**src/rtl/jcdm_pkg.sv**
```systemverilog
// Shared constants, codes and types for the joystick calibration and dead-zone mapper.
// Used by every module of the block; depends on nothing else.
package jcdm_pkg;

   localparam int SAMPLE_BITS = 10;
   localparam int OP_W        = 2;
   localparam int DB_W        = 8;
   localparam int FS_W        = 7;
   localparam int POS_W       = FS_W + 1;
   localparam int EXT_W       = ((SAMPLE_BITS > DB_W) ? SAMPLE_BITS : DB_W) + 3;
   localparam int NUM_W       = SAMPLE_BITS + FS_W;
   localparam int DSH_W       = NUM_W - 1;
   localparam int CNT_W       = $clog2(FS_W);
   localparam int CSR_IDX_W   = 1;

   localparam logic [OP_W-1:0] OP_CALIBRATE = 2'd0;
   localparam logic [OP_W-1:0] OP_IDLE_POS  = 2'd1;
   localparam logic [OP_W-1:0] OP_CONVERT   = 2'd2;

   localparam logic [CSR_IDX_W-1:0] CSR_DEAD_BAND  = 1'd0;
   localparam logic [CSR_IDX_W-1:0] CSR_FULL_SCALE = 1'd1;

   localparam logic [DB_W-1:0]        DEAD_BAND_RESET  = 8'd5;
   localparam logic [FS_W-1:0]        FULL_SCALE_RESET = 7'd100;
   localparam logic [SAMPLE_BITS:0]   MIN_RESET        = (SAMPLE_BITS + 1)'(1 << SAMPLE_BITS);

   typedef enum logic [1:0] {
      ZONE_DEAD  = 2'd0,
      ZONE_BELOW = 2'd1,
      ZONE_ABOVE = 2'd2
   } zone_type;

   typedef enum logic [5:0] {
      ST_IDLE   = 6'b000001,
      ST_LOAD   = 6'b000010,
      ST_MUL    = 6'b000100,
      ST_CHECK  = 6'b001000,
      ST_ITER   = 6'b010000,
      ST_FINISH = 6'b100000
   } state_type;

   typedef struct packed {
      logic capture;
      logic load;
      logic mul;
      logic check;
      logic step;
      logic finish;
   } dp_cmd_type;

   typedef struct packed {
      logic out_free;
   } dp_status_type;

endpackage

```
**src/rtl/jcdm_ctrl.sv**
```systemverilog
// Controller state machine: sequences load, multiply, divide steps and result write.
// Depends on jcdm_pkg.
module jcdm_ctrl (
   input  logic                         clock,
   input  logic                         reset,
   input  logic                         req_valid,
   input  logic [jcdm_pkg::OP_W-1:0]    req_opcode,
   output logic                         req_stall,
   input  jcdm_pkg::dp_status_type      status,
   output jcdm_pkg::dp_cmd_type         cmd
);

   localparam int CNT_W = jcdm_pkg::CNT_W;

   jcdm_pkg::state_type state_ff, state_in;
   logic [CNT_W-1:0]    count_ff, count_in;

   assign req_stall = (state_ff != jcdm_pkg::ST_IDLE);

   always_comb begin
      state_in = state_ff;
      count_in = count_ff;
      cmd      = '0;
      case (state_ff)
         jcdm_pkg::ST_IDLE: begin
            if (req_valid) begin
               cmd.capture = 1'b1;
               state_in    = (req_opcode == jcdm_pkg::OP_CONVERT) ? jcdm_pkg::ST_LOAD
                                                                  : jcdm_pkg::ST_FINISH;
            end
         end
         jcdm_pkg::ST_LOAD: begin
            cmd.load = 1'b1;
            state_in = jcdm_pkg::ST_MUL;
         end
         jcdm_pkg::ST_MUL: begin
            cmd.mul  = 1'b1;
            state_in = jcdm_pkg::ST_CHECK;
         end
         jcdm_pkg::ST_CHECK: begin
            cmd.check = 1'b1;
            count_in  = CNT_W'(jcdm_pkg::FS_W - 1);
            state_in  = jcdm_pkg::ST_ITER;
         end
         jcdm_pkg::ST_ITER: begin
            cmd.step = 1'b1;
            count_in = count_ff - 1'b1;
            if (count_ff == '0) begin
               state_in = jcdm_pkg::ST_FINISH;
            end
         end
         jcdm_pkg::ST_FINISH: begin
            // Wait here until the output register can take the result.
            if (status.out_free) begin
               cmd.finish = 1'b1;
               state_in   = jcdm_pkg::ST_IDLE;
            end
         end
         default: begin
            state_in = jcdm_pkg::ST_IDLE;
         end
      endcase
   end

   always_ff @(posedge clock) begin
      if (reset) begin
         state_ff <= jcdm_pkg::ST_IDLE;
         count_ff <= '0;
      end else begin
         state_ff <= state_in;
         count_ff <= count_in;
      end
   end

endmodule

```
**src/rtl/jcdm_lane.sv**
```systemverilog
// One axis of the datapath: calibration state, band test, scaling multiply and
// restoring divider with saturation. Depends on jcdm_pkg.
module jcdm_lane (
   input  logic                               clock,
   input  logic                               reset,
   input  jcdm_pkg::dp_cmd_type               cmd,
   input  logic [jcdm_pkg::OP_W-1:0]          opcode,
   input  logic [jcdm_pkg::SAMPLE_BITS-1:0]   sample,
   input  logic [jcdm_pkg::DB_W-1:0]          dead_band,
   input  logic [jcdm_pkg::FS_W-1:0]          full_scale,
   output logic signed [jcdm_pkg::POS_W-1:0]  position,
   output logic                               fault
);

   localparam int SB    = jcdm_pkg::SAMPLE_BITS;
   localparam int EW    = jcdm_pkg::EXT_W;
   localparam int FS_W  = jcdm_pkg::FS_W;
   localparam int NUM_W = jcdm_pkg::NUM_W;
   localparam int DSH_W = jcdm_pkg::DSH_W;
   localparam int POS_W = jcdm_pkg::POS_W;

   logic [SB-1:0]            max_ff, max_in, idle_ff, idle_in, smp_ff, smp_in;
   logic [SB:0]              min_ff, min_in;
   jcdm_pkg::zone_type       zone_ff, zone_in;
   logic signed [EW-1:0]     div_ff, div_in, dist_ff, dist_in;
   logic [SB-1:0]            divu_ff, divu_in;
   logic [NUM_W-1:0]         num_ff, num_in, rem_ff, rem_in;
   logic [DSH_W-1:0]         dsh_ff, dsh_in;
   logic [FS_W-1:0]          q_ff, q_in;
   logic                     neg_ff, neg_in, fault_ff, fault_in, sat_ff, sat_in;

   logic signed [EW-1:0]     s_s, mn_s, mx_s, idle_s, db_s, lo_s, hi_s;
   logic [SB-1:0]            mag;
   logic                     ge;
   logic signed [POS_W-1:0]  fs_s, q_s;

   // Calibration and idle capture happen as the request is taken.
   always_comb begin
      max_in  = max_ff;
      min_in  = min_ff;
      idle_in = idle_ff;
      smp_in  = smp_ff;
      if (cmd.capture) begin
         smp_in = sample;
         if (opcode == jcdm_pkg::OP_CALIBRATE) begin
            if (sample > max_ff) begin
               max_in = sample;
            end
            if ({1'b0, sample} < min_ff) begin
               min_in = {1'b0, sample};
            end
         end else if (opcode == jcdm_pkg::OP_IDLE_POS) begin
            idle_in = sample;
         end
      end
   end

   // Band edges are signed so that they never wrap.
   always_comb begin
      s_s    = $signed(EW'(smp_ff));
      mn_s   = $signed(EW'(min_ff));
      mx_s   = $signed(EW'(max_ff));
      idle_s = $signed(EW'(idle_ff));
      db_s   = $signed(EW'(dead_band));
      lo_s   = idle_s - db_s;
      hi_s   = idle_s + db_s;
      zone_in = zone_ff;
      div_in  = div_ff;
      dist_in = dist_ff;
      if (cmd.load) begin
         if (s_s < lo_s) begin
            zone_in = jcdm_pkg::ZONE_BELOW;
            div_in  = lo_s - mn_s;
            dist_in = s_s - mn_s;
         end else if (s_s > hi_s) begin
            zone_in = jcdm_pkg::ZONE_ABOVE;
            div_in  = mx_s - hi_s;
            dist_in = s_s - hi_s;
         end else begin
            zone_in = jcdm_pkg::ZONE_DEAD;
            div_in  = '0;
            dist_in = '0;
         end
      end
   end

   // A negative distance only occurs below the minimum and saturates to -full_scale.
   always_comb begin
      mag      = dist_ff[EW-1] ? '0 : dist_ff[SB-1:0];
      num_in   = num_ff;
      divu_in  = divu_ff;
      neg_in   = neg_ff;
      fault_in = fault_ff;
      if (cmd.mul) begin
         num_in   = NUM_W'(mag) * NUM_W'(full_scale);
         divu_in  = div_ff[SB-1:0];
         neg_in   = dist_ff[EW-1];
         fault_in = div_ff[EW-1] || (div_ff == '0);
      end
   end

   // Restoring division; a quotient of 2^FS_W or more is flagged as saturated up front.
   always_comb begin
      ge     = (rem_ff >= NUM_W'(dsh_ff));
      sat_in = sat_ff;
      rem_in = rem_ff;
      dsh_in = dsh_ff;
      q_in   = q_ff;
      if (cmd.check) begin
         sat_in = (num_ff >= {divu_ff, {FS_W{1'b0}}});
         rem_in = num_ff;
         dsh_in = {divu_ff, {(FS_W - 1){1'b0}}};
         q_in   = '0;
      end else if (cmd.step) begin
         rem_in = ge ? (rem_ff - NUM_W'(dsh_ff)) : rem_ff;
         dsh_in = dsh_ff >> 1;
         q_in   = {q_ff[FS_W-2:0], ge};
      end
   end

   always_comb begin
      fs_s     = $signed({1'b0, full_scale});
      q_s      = $signed({1'b0, q_ff});
      position = '0;
      fault    = 1'b0;
      case (zone_ff)
         jcdm_pkg::ZONE_DEAD: begin
            position = '0;
         end
         jcdm_pkg::ZONE_BELOW: begin
            fault = fault_ff;
            if (!fault_ff) begin
               position = neg_ff ? -fs_s : (q_s - fs_s);
            end
         end
         jcdm_pkg::ZONE_ABOVE: begin
            fault = fault_ff;
            if (!fault_ff) begin
               position = (sat_ff || (q_s > fs_s)) ? fs_s : q_s;
            end
         end
         default: begin
            position = '0;
         end
      endcase
   end

   always_ff @(posedge clock) begin
      if (reset) begin
         max_ff  <= '0;
         min_ff  <= jcdm_pkg::MIN_RESET;
         idle_ff <= '0;
      end else begin
         max_ff  <= max_in;
         min_ff  <= min_in;
         idle_ff <= idle_in;
      end
   end

   always_ff @(posedge clock) begin
      smp_ff   <= smp_in;
      zone_ff  <= zone_in;
      div_ff   <= div_in;
      dist_ff  <= dist_in;
      divu_ff  <= divu_in;
      num_ff   <= num_in;
      neg_ff   <= neg_in;
      fault_ff <= fault_in;
      sat_ff   <= sat_in;
      rem_ff   <= rem_in;
      dsh_ff   <= dsh_in;
      q_ff     <= q_in;
   end

endmodule

```
**src/rtl/jcdm_dpath.sv**
```systemverilog
// Datapath: configuration registers, two axis lanes and the result register.
// Depends on jcdm_pkg and jcdm_lane.
module jcdm_dpath (
   input  logic                                   clock,
   input  logic                                   reset,
   input  jcdm_pkg::dp_cmd_type                   cmd,
   output jcdm_pkg::dp_status_type                status,
   input  logic [jcdm_pkg::OP_W-1:0]              req_opcode,
   input  logic [jcdm_pkg::SAMPLE_BITS-1:0]       req_sample_x,
   input  logic [jcdm_pkg::SAMPLE_BITS-1:0]       req_sample_y,
   input  logic                                   csr_valid,
   input  logic [jcdm_pkg::CSR_IDX_W-1:0]         csr_index,
   input  logic [jcdm_pkg::DB_W-1:0]              csr_data,
   output logic                                   rsp_valid,
   input  logic                                   rsp_stall,
   output logic signed [jcdm_pkg::POS_W-1:0]      rsp_position_x,
   output logic signed [jcdm_pkg::POS_W-1:0]      rsp_position_y,
   output logic                                   rsp_fault_x,
   output logic                                   rsp_fault_y
);

   localparam int POS_W = jcdm_pkg::POS_W;
   localparam int FS_W  = jcdm_pkg::FS_W;

   logic [jcdm_pkg::DB_W-1:0]  db_ff, db_in;
   logic [FS_W-1:0]            fs_ff, fs_in;
   logic [jcdm_pkg::OP_W-1:0]  op_ff, op_in;
   logic                       rsp_valid_ff, rsp_valid_in;
   logic signed [POS_W-1:0]    pos_x_ff, pos_x_in, pos_y_ff, pos_y_in;
   logic                       flt_x_ff, flt_x_in, flt_y_ff, flt_y_in;

   logic signed [POS_W-1:0]    lane_pos_x, lane_pos_y;
   logic                       lane_flt_x, lane_flt_y, is_convert;

   jcdm_lane u_lane_x (
      .clock      (clock),
      .reset      (reset),
      .cmd        (cmd),
      .opcode     (req_opcode),
      .sample     (req_sample_x),
      .dead_band  (db_ff),
      .full_scale (fs_ff),
      .position   (lane_pos_x),
      .fault      (lane_flt_x)
   );

   jcdm_lane u_lane_y (
      .clock      (clock),
      .reset      (reset),
      .cmd        (cmd),
      .opcode     (req_opcode),
      .sample     (req_sample_y),
      .dead_band  (db_ff),
      .full_scale (fs_ff),
      .position   (lane_pos_y),
      .fault      (lane_flt_y)
   );

   always_comb begin
      db_in = db_ff;
      fs_in = fs_ff;
      if (csr_valid) begin
         case (csr_index)
            jcdm_pkg::CSR_DEAD_BAND:  db_in = csr_data;
            jcdm_pkg::CSR_FULL_SCALE: fs_in = csr_data[FS_W-1:0];
            default: ;
         endcase
      end
   end

   assign op_in           = cmd.capture ? req_opcode : op_ff;
   assign is_convert      = (op_ff == jcdm_pkg::OP_CONVERT);
   assign status.out_free = !rsp_valid_ff || !rsp_stall;

   // Only a convert request reports lane results; everything else answers zero.
   always_comb begin
      rsp_valid_in = rsp_valid_ff && rsp_stall;
      pos_x_in     = pos_x_ff;
      pos_y_in     = pos_y_ff;
      flt_x_in     = flt_x_ff;
      flt_y_in     = flt_y_ff;
      if (cmd.finish) begin
         rsp_valid_in = 1'b1;
         pos_x_in     = is_convert ? lane_pos_x : '0;
         pos_y_in     = is_convert ? lane_pos_y : '0;
         flt_x_in     = is_convert && lane_flt_x;
         flt_y_in     = is_convert && lane_flt_y;
      end
   end

   always_ff @(posedge clock) begin
      if (reset) begin
         db_ff        <= jcdm_pkg::DEAD_BAND_RESET;
         fs_ff        <= jcdm_pkg::FULL_SCALE_RESET;
         rsp_valid_ff <= 1'b0;
      end else begin
         db_ff        <= db_in;
         fs_ff        <= fs_in;
         rsp_valid_ff <= rsp_valid_in;
      end
   end

   always_ff @(posedge clock) begin
      op_ff    <= op_in;
      pos_x_ff <= pos_x_in;
      pos_y_ff <= pos_y_in;
      flt_x_ff <= flt_x_in;
      flt_y_ff <= flt_y_in;
   end

   assign rsp_valid      = rsp_valid_ff;
   assign rsp_position_x = pos_x_ff;
   assign rsp_position_y = pos_y_ff;
   assign rsp_fault_x    = flt_x_ff;
   assign rsp_fault_y    = flt_y_ff;

endmodule

```
**src/rtl/joystick_calibrate_deadzone_map_core.sv**
```systemverilog
// Top level of the joystick calibration and dead-zone mapper.
// Depends on jcdm_pkg, jcdm_ctrl and jcdm_dpath.
//
// A request carries an opcode and an x and a y sample. Calibrate widens the
// stored min/max per axis, capture idle stores the center position, and
// convert maps each sample to a signed position within +-full_scale. Every
// request produces exactly one result; non-convert requests answer zero.
// A request is taken when req_valid is high and req_stall is low; a result
// is taken when rsp_valid is high and rsp_stall is low.
// A convert request passes from acceptance to the next possible acceptance
// through load, multiply, range check, seven restoring-divider steps
// (one quotient bit each, both axes in parallel) and the result write.
// Calibrate and capture requests go straight to the result write. The
// result is on rsp_ the cycle after the write; the block then already accepts
// the next request while the result waits in the output register. If the
// receiver still stalls when the next result is ready, that result waits
// inside and req_stall stays high. The csr_ port writes dead_band (index 0)
// or full_scale (index 1) and is always ready. Synchronous reset restores
// the default band of 5 and full scale of 100 and clears calibration.
module joystick_calibrate_deadzone_map_core (
   input  logic                                   clock,
   input  logic                                   reset,
   input  logic                                   req_valid,
   output logic                                   req_stall,
   input  logic [jcdm_pkg::OP_W-1:0]              req_opcode,
   input  logic [jcdm_pkg::SAMPLE_BITS-1:0]       req_sample_x,
   input  logic [jcdm_pkg::SAMPLE_BITS-1:0]       req_sample_y,
   output logic                                   rsp_valid,
   input  logic                                   rsp_stall,
   output logic signed [jcdm_pkg::POS_W-1:0]      rsp_position_x,
   output logic signed [jcdm_pkg::POS_W-1:0]      rsp_position_y,
   output logic                                   rsp_fault_x,
   output logic                                   rsp_fault_y,
   input  logic                                   csr_valid,
   output logic                                   csr_ready,
   input  logic [jcdm_pkg::CSR_IDX_W-1:0]         csr_index,
   input  logic [jcdm_pkg::DB_W-1:0]              csr_data
);

   jcdm_pkg::dp_cmd_type     cmd;
   jcdm_pkg::dp_status_type  status;

   assign csr_ready = 1'b1;

   jcdm_ctrl u_ctrl (
      .clock      (clock),
      .reset      (reset),
      .req_valid  (req_valid),
      .req_opcode (req_opcode),
      .req_stall  (req_stall),
      .status     (status),
      .cmd        (cmd)
   );

   jcdm_dpath u_dpath (
      .clock          (clock),
      .reset          (reset),
      .cmd            (cmd),
      .status         (status),
      .req_opcode     (req_opcode),
      .req_sample_x   (req_sample_x),
      .req_sample_y   (req_sample_y),
      .csr_valid      (csr_valid && csr_ready),
      .csr_index      (csr_index),
      .csr_data       (csr_data),
      .rsp_valid      (rsp_valid),
      .rsp_stall      (rsp_stall),
      .rsp_position_x (rsp_position_x),
      .rsp_position_y (rsp_position_y),
      .rsp_fault_x    (rsp_fault_x),
      .rsp_fault_y    (rsp_fault_y)
   );

endmodule

```
**config.mk**
```make
export PLATFORM = sky130hd
export DESIGN_NAME = joystick_calibrate_deadzone_map_core
export DESIGN_NICKNAME = d
export VERILOG_FILES = /design/src/rtl/jcdm_pkg.sv /design/src/rtl/jcdm_ctrl.sv /design/src/rtl/jcdm_lane.sv /design/src/rtl/jcdm_dpath.sv /design/src/rtl/joystick_calibrate_deadzone_map_core.sv
export SDC_FILE = /design/constraint.sdc
export NUM_CORES = 1
export LEC_CHECK = 0
export BUFFER_PORTS_ARGS = -buffer_cell sky130_fd_sc_hd__buf_2
export CORE_MARGIN = 5
export CORE_UTILIZATION = 50
export DETAILED_ROUTE_END_ITERATION = 8
export HOLD_SLACK_MARGIN = 0.03
export PLACE_DENSITY = 0.69
export SYNTH_ARGS = -nofsm -noshare
export SYNTH_HDL_FRONTEND = slang
export SYNTH_SLANG_ARGS = --single-unit
export TNS_END_PERCENT = 20
```
**constraint.sdc**
```tcl
create_clock -name clock -period 19.8 [get_ports clock]
set_input_delay 0.99 -clock clock [delete_from_list [all_inputs] [get_ports clock]]
set_output_delay 0.99 -clock clock [all_outputs]
set_load 0.02 [all_outputs]
```
==> impl_metrics.yaml, run 1 <==
pwr:
  ir_drop_v: 0.0000720
  p_seq_share_pct: 38.6
  p_comb_share_pct: 24.4
  p_int_uw: 1390
  p_sw_uw: 592
  power_leakage_uw: 0.0117
  p_per_area_nw_per_um2: 72.4
  swShare_pct: 29.9
  clockPowerShare_pct: 37.0
floorplanning:
  core-area_um2: 49900
  io_pins: 57
  die-area_um2: 54600
  initial_core_util_pct: 50.2
  dieWidth_um: 234
  die_y_um: 234
  core.rowCount: 82
finish:
  area_delta_synth_final_pct: 9.03
  nNetsFinal: 3122
  multiInputGateArea_um2: 15300
  n_antenna_cell: 0
  drive_above_1_share_pct: 6.25
  final_core_util_pct: 54.7
  seqCellArea_um2: 8450
  fillers: 4511
timing:
  slew_headroom_pct: 26.2
  tightest_slew_ns: 1.11
  maxSlewViolCount: 0
  fmax_mhz: 182
  rsz0062_at_grt: "false"
  fin_crit_sh_pct: 27.7
  finalClockSkew_ns: 0.0144
  setup_viol: 0
  hold_viol: 0
  setup_tns_ns: 0
  min_period_ns: 5.49
min_path:
  hold_depth: 0
  hold_class: "flop to flop"
  hp-start: "u_dpath.u_lane_x.div_ff[4]"
cts:
  clk_latency_ns: 0.56
  cts.sinks: 319
  numCtsBuffers: 39
  cts_hold_buffers: 0
  post_cts_buffers: 0
  htreeDepth: 2
  cts_tree: "built"
  cts_repair_resize_count: 0
  cts-root-buf: "clkbuf_16"
  clk_pin_slew_ns: 0.06
  clk_path_buf_depth: 3
outcome:
  status: "completed"
synthesis:
  syn_avg_cell_area_um2: 9.49
  yosysWarningCount: 0
  synthTopCellsByArea: "edfxtp_1 (25%), ha_1 (16%), dfxtp_1 (9.0%)"
  netlist_area_um2: 25000
  syn_nets: 3082
  synthArstFlopShare_pct: 0
  seq_area_frac_synth_pct: 33.7
  synthCells: 2637
  yosysTopAreaCellShare_pct: 24.7
  synth_edf_count: 206
  yosysTopAreaCell: "edfxtp_1"
  yosys_most_used_dff: "edfxtp_1"
  synthDistinctLibCells: 82
  ys_ff_latch: 319
worst_setup_path:
  cp-start-kind: "flop"
  critPathKind: "flop to flop"
  end_kind: "flop"
  worstReg2RegStart: "u_dpath.fs_ff[3]"
  worstPathRequired_ns: 20.10
  r2r.worst_path.cells: 17
  cp.arrival_ns: 5.80
  worstSetupStartpoint: "u_dpath.fs_ff[3]"
  cp_max_fo: 10
routing:
  viasPerCell: 5.67
  firstDrtPassIters: 5
  vias: 19200
  wl_um: 63200
  post-route-drc-count: 0
  ant_nets: 0
  wl_per_cell_um: 18.7
  drt-initial-drc-count: 1203
placed_design:
  dp_hpwl_um: 49600
  portBuffers: 55
  gp_congestion: 0.944
grt:
  grt_pass1_wl_um: 101000
  gr-total-overflow: 0
  first_global_vias: 19100
  antenna_found_initial: 0
  track_usage_pct: 23.1
  grt_max_degree: 85
flow_run:
  maxCapViolations: 0
==> final timing paths <==
path                                                     to  slack [ns]
worst max-delay path            u_dpath.u_lane_y.num_ff[16]       14.31
worst min-delay path            u_dpath.u_lane_x.divu_ff[4]        0.45
worst max register to register  u_dpath.u_lane_y.num_ff[16]       14.31
worst min register to register  u_dpath.u_lane_x.divu_ff[4]        0.45
==> flip-flops by register name, indices dropped and copies added (netlist names), 13 cells and up <==
signal and count:
u_dpath.u_lane_x.num_ff 17, u_dpath.u_lane_x.rem_ff 17, u_dpath.u_lane_y.num_ff 17, u_dpath.u_lane_y.rem_ff 17, u_dpath.u_lane_x.dsh_ff 16, u_dpath.u_lane_y.dsh_ff 16
u_dpath.u_lane_x.div_ff 13, u_dpath.u_lane_y.div_ff 13
==> metrics by stage <==
stage	cells	worst slack [ns]	power (uW)	instance area, um^2	hold WS (ns)
finish	3378	14.31	1980	27300	0.448
floorplan	2637	12.99	1130	25000	0.424
global route	3378	13.96	2080	27300	0.452
global placement	3308	14.51	1240	26000	0.433
detailed placement	3308	14.32	1250	26000	0.436
CTS	3378	14.31	1990	27300	0.449
==> layout make-up <==
cell class / instances / share of cell area (%)
Timing Repair Buffer: 69 / 1.39
Tap cell: 672 / 3.08
Clock inverter: 18 / 0.784
Sequential cell: 319 / 30.9
Multi-Input combinational cell: 1982 / 56.1
Clock buffer: 52 / 4.02
Inverter: 266 / 3.66
==> cells in the mapped netlist, drive strengths merged (6+ instances only) <==
| cell type | count |
|---|---|
| nand3b | 8 |
| a21o | 54 |
| mux2i | 43 |
| nand4 | 21 |
| nand3 | 35 |
| o22ai | 56 |
| a2111oi | 6 |
| nor2b | 36 |
| xnor2 | 91 |
| a221oi | 6 |
| a31oi | 16 |
| nor2 | 196 |
| a211o | 14 |
| o21bai | 19 |
| o2111ai | 8 |
| nor3b | 7 |
| o21a | 28 |
| nor4 | 25 |
| inv | 266 |
| nand2 | 223 |
| a21oi | 198 |
| edfxtp | 206 |
| buf | 18 |
| a211oi | 20 |
| o32ai | 11 |
| o21ai | 100 |
| ha | 315 |
| and2 | 116 |
| nand2b | 30 |
| fa | 94 |
| dfxtp | 113 |
| nor3 | 36 |
| clkbuf | 52 |
| and3 | 10 |
| xor2 | 66 |
| a221o | 10 |
==> power groups by stage <==
stage	sequential, uW	combinational, uW	clock (uW)
after floorplan	770	359	0
after global placement	776	466	0
after detailed placement	777	477	0
after CTS	763	481	748
after global routing	765	538	775
final	763	483	731
==> cells by family (layout without fill, tap and decap cells) <==
kind of cell	after synthesis	in the layout	synth area share, %
and+or+nand+nor	772	772	15.1
AOI/OAI and AO/OA	598	598	15.3
adders and majority gates	409	409	23.3
buffers and inverters	336	405	5.21
DFF	319	319	33.7
xor gates and xnor gates	157	157	5.49
muxes	45	45	1.81
other	1	1	0.0150
==> placed cells by master, fill, tap and decap left out, types with 55 or more instances in the layout <==
cell	count
xor2_1	66
o22ai_1	56
and2_1	116
nand2_1	223
inv_1	264
edfxtp_1	206
xnor2_1	91
o21ai_0	97
nor2_1	196
buf_2	55
fa_1	94
a21oi_1	196
dfxtp_1	113
ha_1	315
==> critical path, cell delays in order, from the launching register on <==
cell and delay (ns):
dfxtp_1 0.45, inv_1 0.18, nor2_1 0.47, and2_1 0.22
fa_1 0.45, fa_1 0.51, fa_1 0.50, inv_1 0.06
fa_1 0.47, inv_1 0.04, ha_1 0.32, a21o_1 0.18
a21oi_1 0.17, nor2b_1 0.26, o31a_1 0.20, o21ai_0 0.16
or4_1 0.42, and3_1 0.17
==> routing by layer <==
| metal | GRT usage [%] | wire [um] |
|---|---|---|
| met2 | 36.7 | 28200 |
| met1 | 32.9 | 29900 |
| met4 | 5.36 | 1420 |
| met5 | 0 | 0 |
| met3 | 4.60 | 3690 |
(Power assumes the default switching activity.)
==> run 2: changes to the inputs <==
clock period = 5.4 ns   (was 19.8 ns; I/O delays follow)
==> run 2 against run 1 <==
  * Global-route usage up 0.28 points
  * Clock skew about the same
  * Die area unchanged
  * Maximum frequency up 6.0%
  * Count of clock-buffer cells in the layout down 3
  * Critical endpoint unchanged
  * Clock power rose to 3.8 times the previous value
  * Design area up 1.8%
  * Cell count up 1.3%
  * Register-to-register slack worse by 14 ns
==> impl_metrics.yaml, run 2 (synthesized netlist as in run 1, its figures left out) <==
cts:
  cts_tree: "built"
  clk_path_buf_depth: 3
  numCtsBuffers: 38
  htreeDepth: 2
  clk_latency_ns: 0.55
  cts.sinks: 319
  cts-root-buf: "clkbuf_16"
  clk_pin_slew_ns: 0.06
worst_setup_path:
  cp-start-kind: "flop"
  rrSetupSlack_ns: 0.22
  r2r.worst_path.cells: 17
  worstReg2RegStart: "u_dpath.fs_ff[4]"
  worstPathRequired_ns: 5.70
  cp.arrival_ns: 5.49
  worstSetupStartpoint: "u_dpath.fs_ff[4]"
  crit_end: "u_dpath.u_lane_y.num_ff[16]"
  critPathKind: "flop to flop"
  r2r-end: "u_dpath.u_lane_y.num_ff[16]"
  end_kind: "flop"
  cp_max_fo: 10
grt:
  grt_pass1_wl_um: 103000
  gr-total-overflow: 0
  antenna_found_initial: 1
  grt_max_degree: 85
  track_usage_pct: 23.4
  first_global_vias: 19600
routing:
  drt-initial-drc-count: 1237
  post-route-drc-count: 0
  wl_per_cell_um: 18.8
  firstDrtPassIters: 5
  vias: 19700
  wl_um: 64200
  viasPerCell: 5.75
  ant_nets: 0
timing:
  finalClockSkew_ns: 0.0146
  fmax_mhz: 193
  slew_headroom_pct: 17.6
  setup_tns_ns: 0
  fin_crit_sh_pct: 96.0
  maxSlewViolCount: 0
  tightest_slew_ns: 1.23
  rsz0062_at_grt: "true"
  hold_viol: 0
  min_period_ns: 5.18
  setup_viol: 0
floorplanning:
  initial_core_util_pct: 50.2
  dieWidth_um: 234
  die_y_um: 234
  core-area_um2: 49900
  io_pins: 57
  core.rowCount: 82
  die-area_um2: 54600
pwr:
  total_power_uw: 7390
  power_leakage_uw: 0.0119
  p_per_area_nw_per_um2: 266
  ir_drop_v: 0.000269
placed_design:
  dp_hpwl_um: 49900
  gp_congestion: 0.948
  portBuffers: 55
finish:
  fillers: 4447
  nNetsFinal: 3164
  final_core_util_pct: 55.7
  layout_common_cells: "ha_1 (315), inv_1 (264), nand2_1 (223)"
  area_delta_synth_final_pct: 11.0
  multiInputGateArea_um2: 15400
  drive_above_1_share_pct: 6.88
  seqCellArea_um2: 8450
  final_common_cell: "ha_1"
min_path:
  hold_class: "input pin to flop"
flow_run:
  maxCapViolations: 0
outcome:
  status: "completed"
## run 2: changes by cell type in the layout (fill, tap and decap cells not counted), sizes merged, moves of 2 or more
cell,delta
dlygate4sd3,+29
clkbuf,-3
inv,-2
bufinv,+2
buf,+14
clkinv,+3
## run 2: timing repair
item / in CTS / in global routing
resized for setup: 0 / 8
hold buffers: 29 / 0
setup buffers: 0 / 0
hold endpoints to repair: 46 / 0
setup endpoints to repair: 0 / 4
## run 2: where the power goes
| group | internal, uW | total, uW | switching (uW) |
|---|---|---|---|
| combinational | 745 | 1800 | 1050 |
| clock | 1740 | 2800 | 1060 |
| sequential | 2720 | 2800 | 72.8 |
## run 2: how the worst min path moves through the flow
stage	from	to	slack (ns)	depth (start not counted)
6_report	req_sample_y[2]	u_dpath.u_lane_y.idle_ff[2]	0.07	3
5_1_grt	req_sample_y[2]	u_dpath.u_lane_y.idle_ff[2]	0.06	3
4_1_cts	req_sample_y[2]	u_dpath.u_lane_y.idle_ff[2]	0.04	3
3_5_place_dp	u_dpath.u_lane_x.div_ff[8]	u_dpath.u_lane_x.divu_ff[8]	0.43	0
2_1_floorplan	req_opcode[0]	u_dpath.op_ff[0]	0.37	0
3_3_place_gp	u_dpath.u_lane_x.div_ff[6]	u_dpath.u_lane_x.divu_ff[6]	0.43	0
## run 2: layout make-up
class,count,area share (%)
well taps,672,3.03
clock buffers,49,3.99
clock inverters,21,0.968
repair buffers,112,2.79
flip-flops and latches,319,30.4
inverters,266,3.59
multi-input cells,1982,55.2
diodes,1,0.00900
## run 2: routing by layer
metal | routed length [um] | track usage (%) | vias up
li1 | - | - | 9498
met1 | 29400 | 32.5 | 9599
met2 | 30000 | 38.9 | 500
met3 | 3300 | 2.97 | 95
met4 | 1580 | 6.46 | 0
met5 | 0 | 0 | -
## run 2: critical path: stages (launching register included)
cell     delay (ns)
dfxtp_1        0.43
inv_1          0.20
nor2_2         0.35
and2_1         0.21
fa_1           0.42
fa_1           0.46
fa_1           0.49
inv_1          0.05
fa_1           0.47
inv_1          0.04
ha_1           0.32
a21o_1         0.18
a21oi_1        0.17
nor2b_1        0.25
o31a_1         0.19
o21ai_0        0.12
or4_1          0.41
and3_1         0.18
## run 2: stage by stage
step           hold slack (ns)  setup WS (ns)  cells  area (um^2)
3_3_place_gp             0.430          0.294   3322        26100
6_report                0.0660          0.217   3422        27800
2_1_floorplan            0.369          0.160   2637        25000
3_5_place_dp             0.435         0.0923   3322        26100
4_1_cts                 0.0401         0.0722   3421        27800
5_1_grt                 0.0566        -0.0313   3421        27800
==> run 3: changes to the inputs <==
==> constraint.sdc (replaced) <==
create_clock -name clock -period 5.4 [get_ports clock]
set_input_delay 0 -clock clock [delete_from_list [all_inputs] [get_ports clock]]
set_output_delay 0 -clock clock [all_outputs]
set_load 0.02 [all_outputs]
==> run 3 against run 2 <==
  * First-iteration DRC count is 8.0% higher
  * Count of clock-buffer cells in the layout unchanged
  * Routed wire length grew 0.80%
  * Combinational power about the same
  * Non-clock buffer count grew 21
  * Critical path depth unchanged
  * Worst hold slack improved by 0.039 ns
  * Worst setup slack lost 0.014 ns
  * Critical path type unchanged
  * Largest cell class unchanged
==> impl_metrics.yaml, run 3 (synthesized netlist as in run 1, its figures left out) <==
timing:
  fin_crit_sh_pct: 96.2
  fmax_mhz: 192
  setup_viol: 0
  hold_viol: 0
  setup_ws_ns: 0.203
  tightest_slew_ns: 1.28
  min_period_ns: 5.20
  slew_headroom_pct: 14.5
  finalClockSkew_ns: 0.0153
  fin_hold_ws_ns: 0.105
  rsz0062_at_grt: "true"
  maxSlewViolCount: 0
routing:
  drt-initial-drc-count: 1336
  post-route-drc-count: 0
  wl_um: 64700
  viasPerCell: 5.74
  vias: 19800
  wl_per_cell_um: 18.8
  firstDrtPassIters: 6
  ant_nets: 0
worst_setup_path:
  cpMostUsedCell: "fa_1"
  end_kind: "flop"
  worstPathRequired_ns: 5.68
  cp-start-kind: "flop"
  critPathKind: "flop to flop"
  cp.arrival_ns: 5.48
  cp_max_fo: 10
  slowest_stage: "fa_1"
  slowest_delay_ns: 0.52
  r2r.worst_path.cells: 17
  crit_chain: "inv_1, buf_4, nor2_1, and2_1, fa_1, fa_1, fa_1, inv_1, fa_1, inv_1, ha_1, and4_1, o21ai_0, a41oi_1, nor4_1, nor3_1, xor2_1"
cts:
  numCtsBuffers: 38
  clk_latency_ns: 0.55
  clk_path_buf_depth: 3
  cts-root-buf: "clkbuf_16"
  cts_tree: "built"
  cts.sinks: 319
  clk_pin_slew_ns: 0.06
  htreeDepth: 2
  post_cts_buffers: 0
pwr:
  p_per_area_nw_per_um2: 264
  p_seq_share_pct: 37.7
  ir_drop_v: 0.000266
  p_comb_share_pct: 24.4
  p_int_uw: 5220
  clockPowerShare_pct: 37.8
  power_leakage_uw: 0.0120
  p_sw_uw: 2180
  swShare_pct: 29.5
placed_design:
  portBuffers: 55
  placed_cells: 3322
  place_ws_ns: 0.0923
  dp_hpwl_um: 49900
  gp_congestion: 0.948
grt:
  gr-total-overflow: 0
  grt_max_degree: 85
  antenna_found_initial: 1
  grt_pass1_wl_um: 104000
  first_global_vias: 19800
  track_usage_pct: 23.6
finish:
  final_common_cell: "ha_1"
  area_delta_synth_final_pct: 11.9
  layout_common_cells: "ha_1 (315), inv_1 (264), nand2_1 (223)"
  seqCellArea_um2: 8450
  multiInputGateArea_um2: 15400
  fillers: 4407
  drive_above_1_share_pct: 6.82
  final_core_util_pct: 56.2
  nNetsFinal: 3185
  finalNonFillerCells: 3443
flow_run:
  maxCapViolations: 0
floorplanning:
  die-area_um2: 54600
  die_y_um: 234
  initial_core_util_pct: 50.2
  core.rowCount: 82
  io_pins: 57
  core-area_um2: 49900
  dieWidth_um: 234
outcome:
  status: "completed"
min_path:
  hold_depth: 3
  hold_class: "input pin to flop"
[run 3: critical path: cells and delay by family, from the launching register on]
kind,cells,cell delay (ns)
XOR/XNOR,1,0.10
AO/OA/AOI/OAI,2,0.49
AND/OR/NAND/NOR,5,1.33
adder cells (fa/ha/maj),5,2.33
buffers and inverters,4,0.34
flip-flops,1,0.33
[run 3: repair_timing]
action                                  in CTS  in global routing
resized for setup                            0                  8
endpoints found under the setup margin       0                  4
hold buffers                                50                  0
hold endpoints to repair                   124                  0
[run 3: path summary, 6_finish.rpt]
path | from | end | slack, ns
setup / recovery | u_dpath.fs_ff[3] | u_dpath.u_lane_x.num_ff[15] | 0.20
hold / removal | reset | u_ctrl.state_ff[5] | 0.11
setup reg to reg | u_dpath.fs_ff[3] | u_dpath.u_lane_x.num_ff[15] | 0.20
hold reg to reg | u_dpath.u_lane_y.div_ff[9] | u_dpath.u_lane_y.divu_ff[9] | 0.45
[run 3: layer usage]
layer	GRT usage (%)	vias to the layer above	wire length, um
met4	6.72	0	1670
li1	-	9534	-
met5	0	-	0
met2	39.3	477	30100
met3	2.97	101	3020
met1	32.6	9652	29900
[run 3: power groups by stage]
stage / registers, uW / clock network, uW / logic (uW)
after detailed placement: 2840 / 0 / 1760
final: 2800 / 2800 / 1810
after global placement: 2840 / 0 / 1710
after floorplan: 2820 / 0 / 1320
after global routing: 2800 / 2960 / 2020
after CTS: 2790 / 2850 / 1790
[run 3: cell type report]
type | count | area share (%)
Inverter | 266 | 3.57
Timing Repair Buffer | 133 | 3.52
Antenna cell | 1 | 0.00894
Sequential cell | 319 | 30.2
Clock buffer | 49 | 3.96
Multi-Input combinational cell | 1982 | 54.8
Tap cell | 672 | 3.00
Clock inverter | 21 | 0.961
[run 3: through the flow]
stage | TNS (ns) | area [um^2] | power [uW]
5_1_grt | -0.0313 | 28000 | 7780
2_1_floorplan | 0 | 25000 | 4140
3_3_place_gp | 0 | 26100 | 4550
4_1_cts | 0 | 28000 | 7440
3_5_place_dp | 0 | 26100 | 4600
6_report | 0 | 28000 | 7410
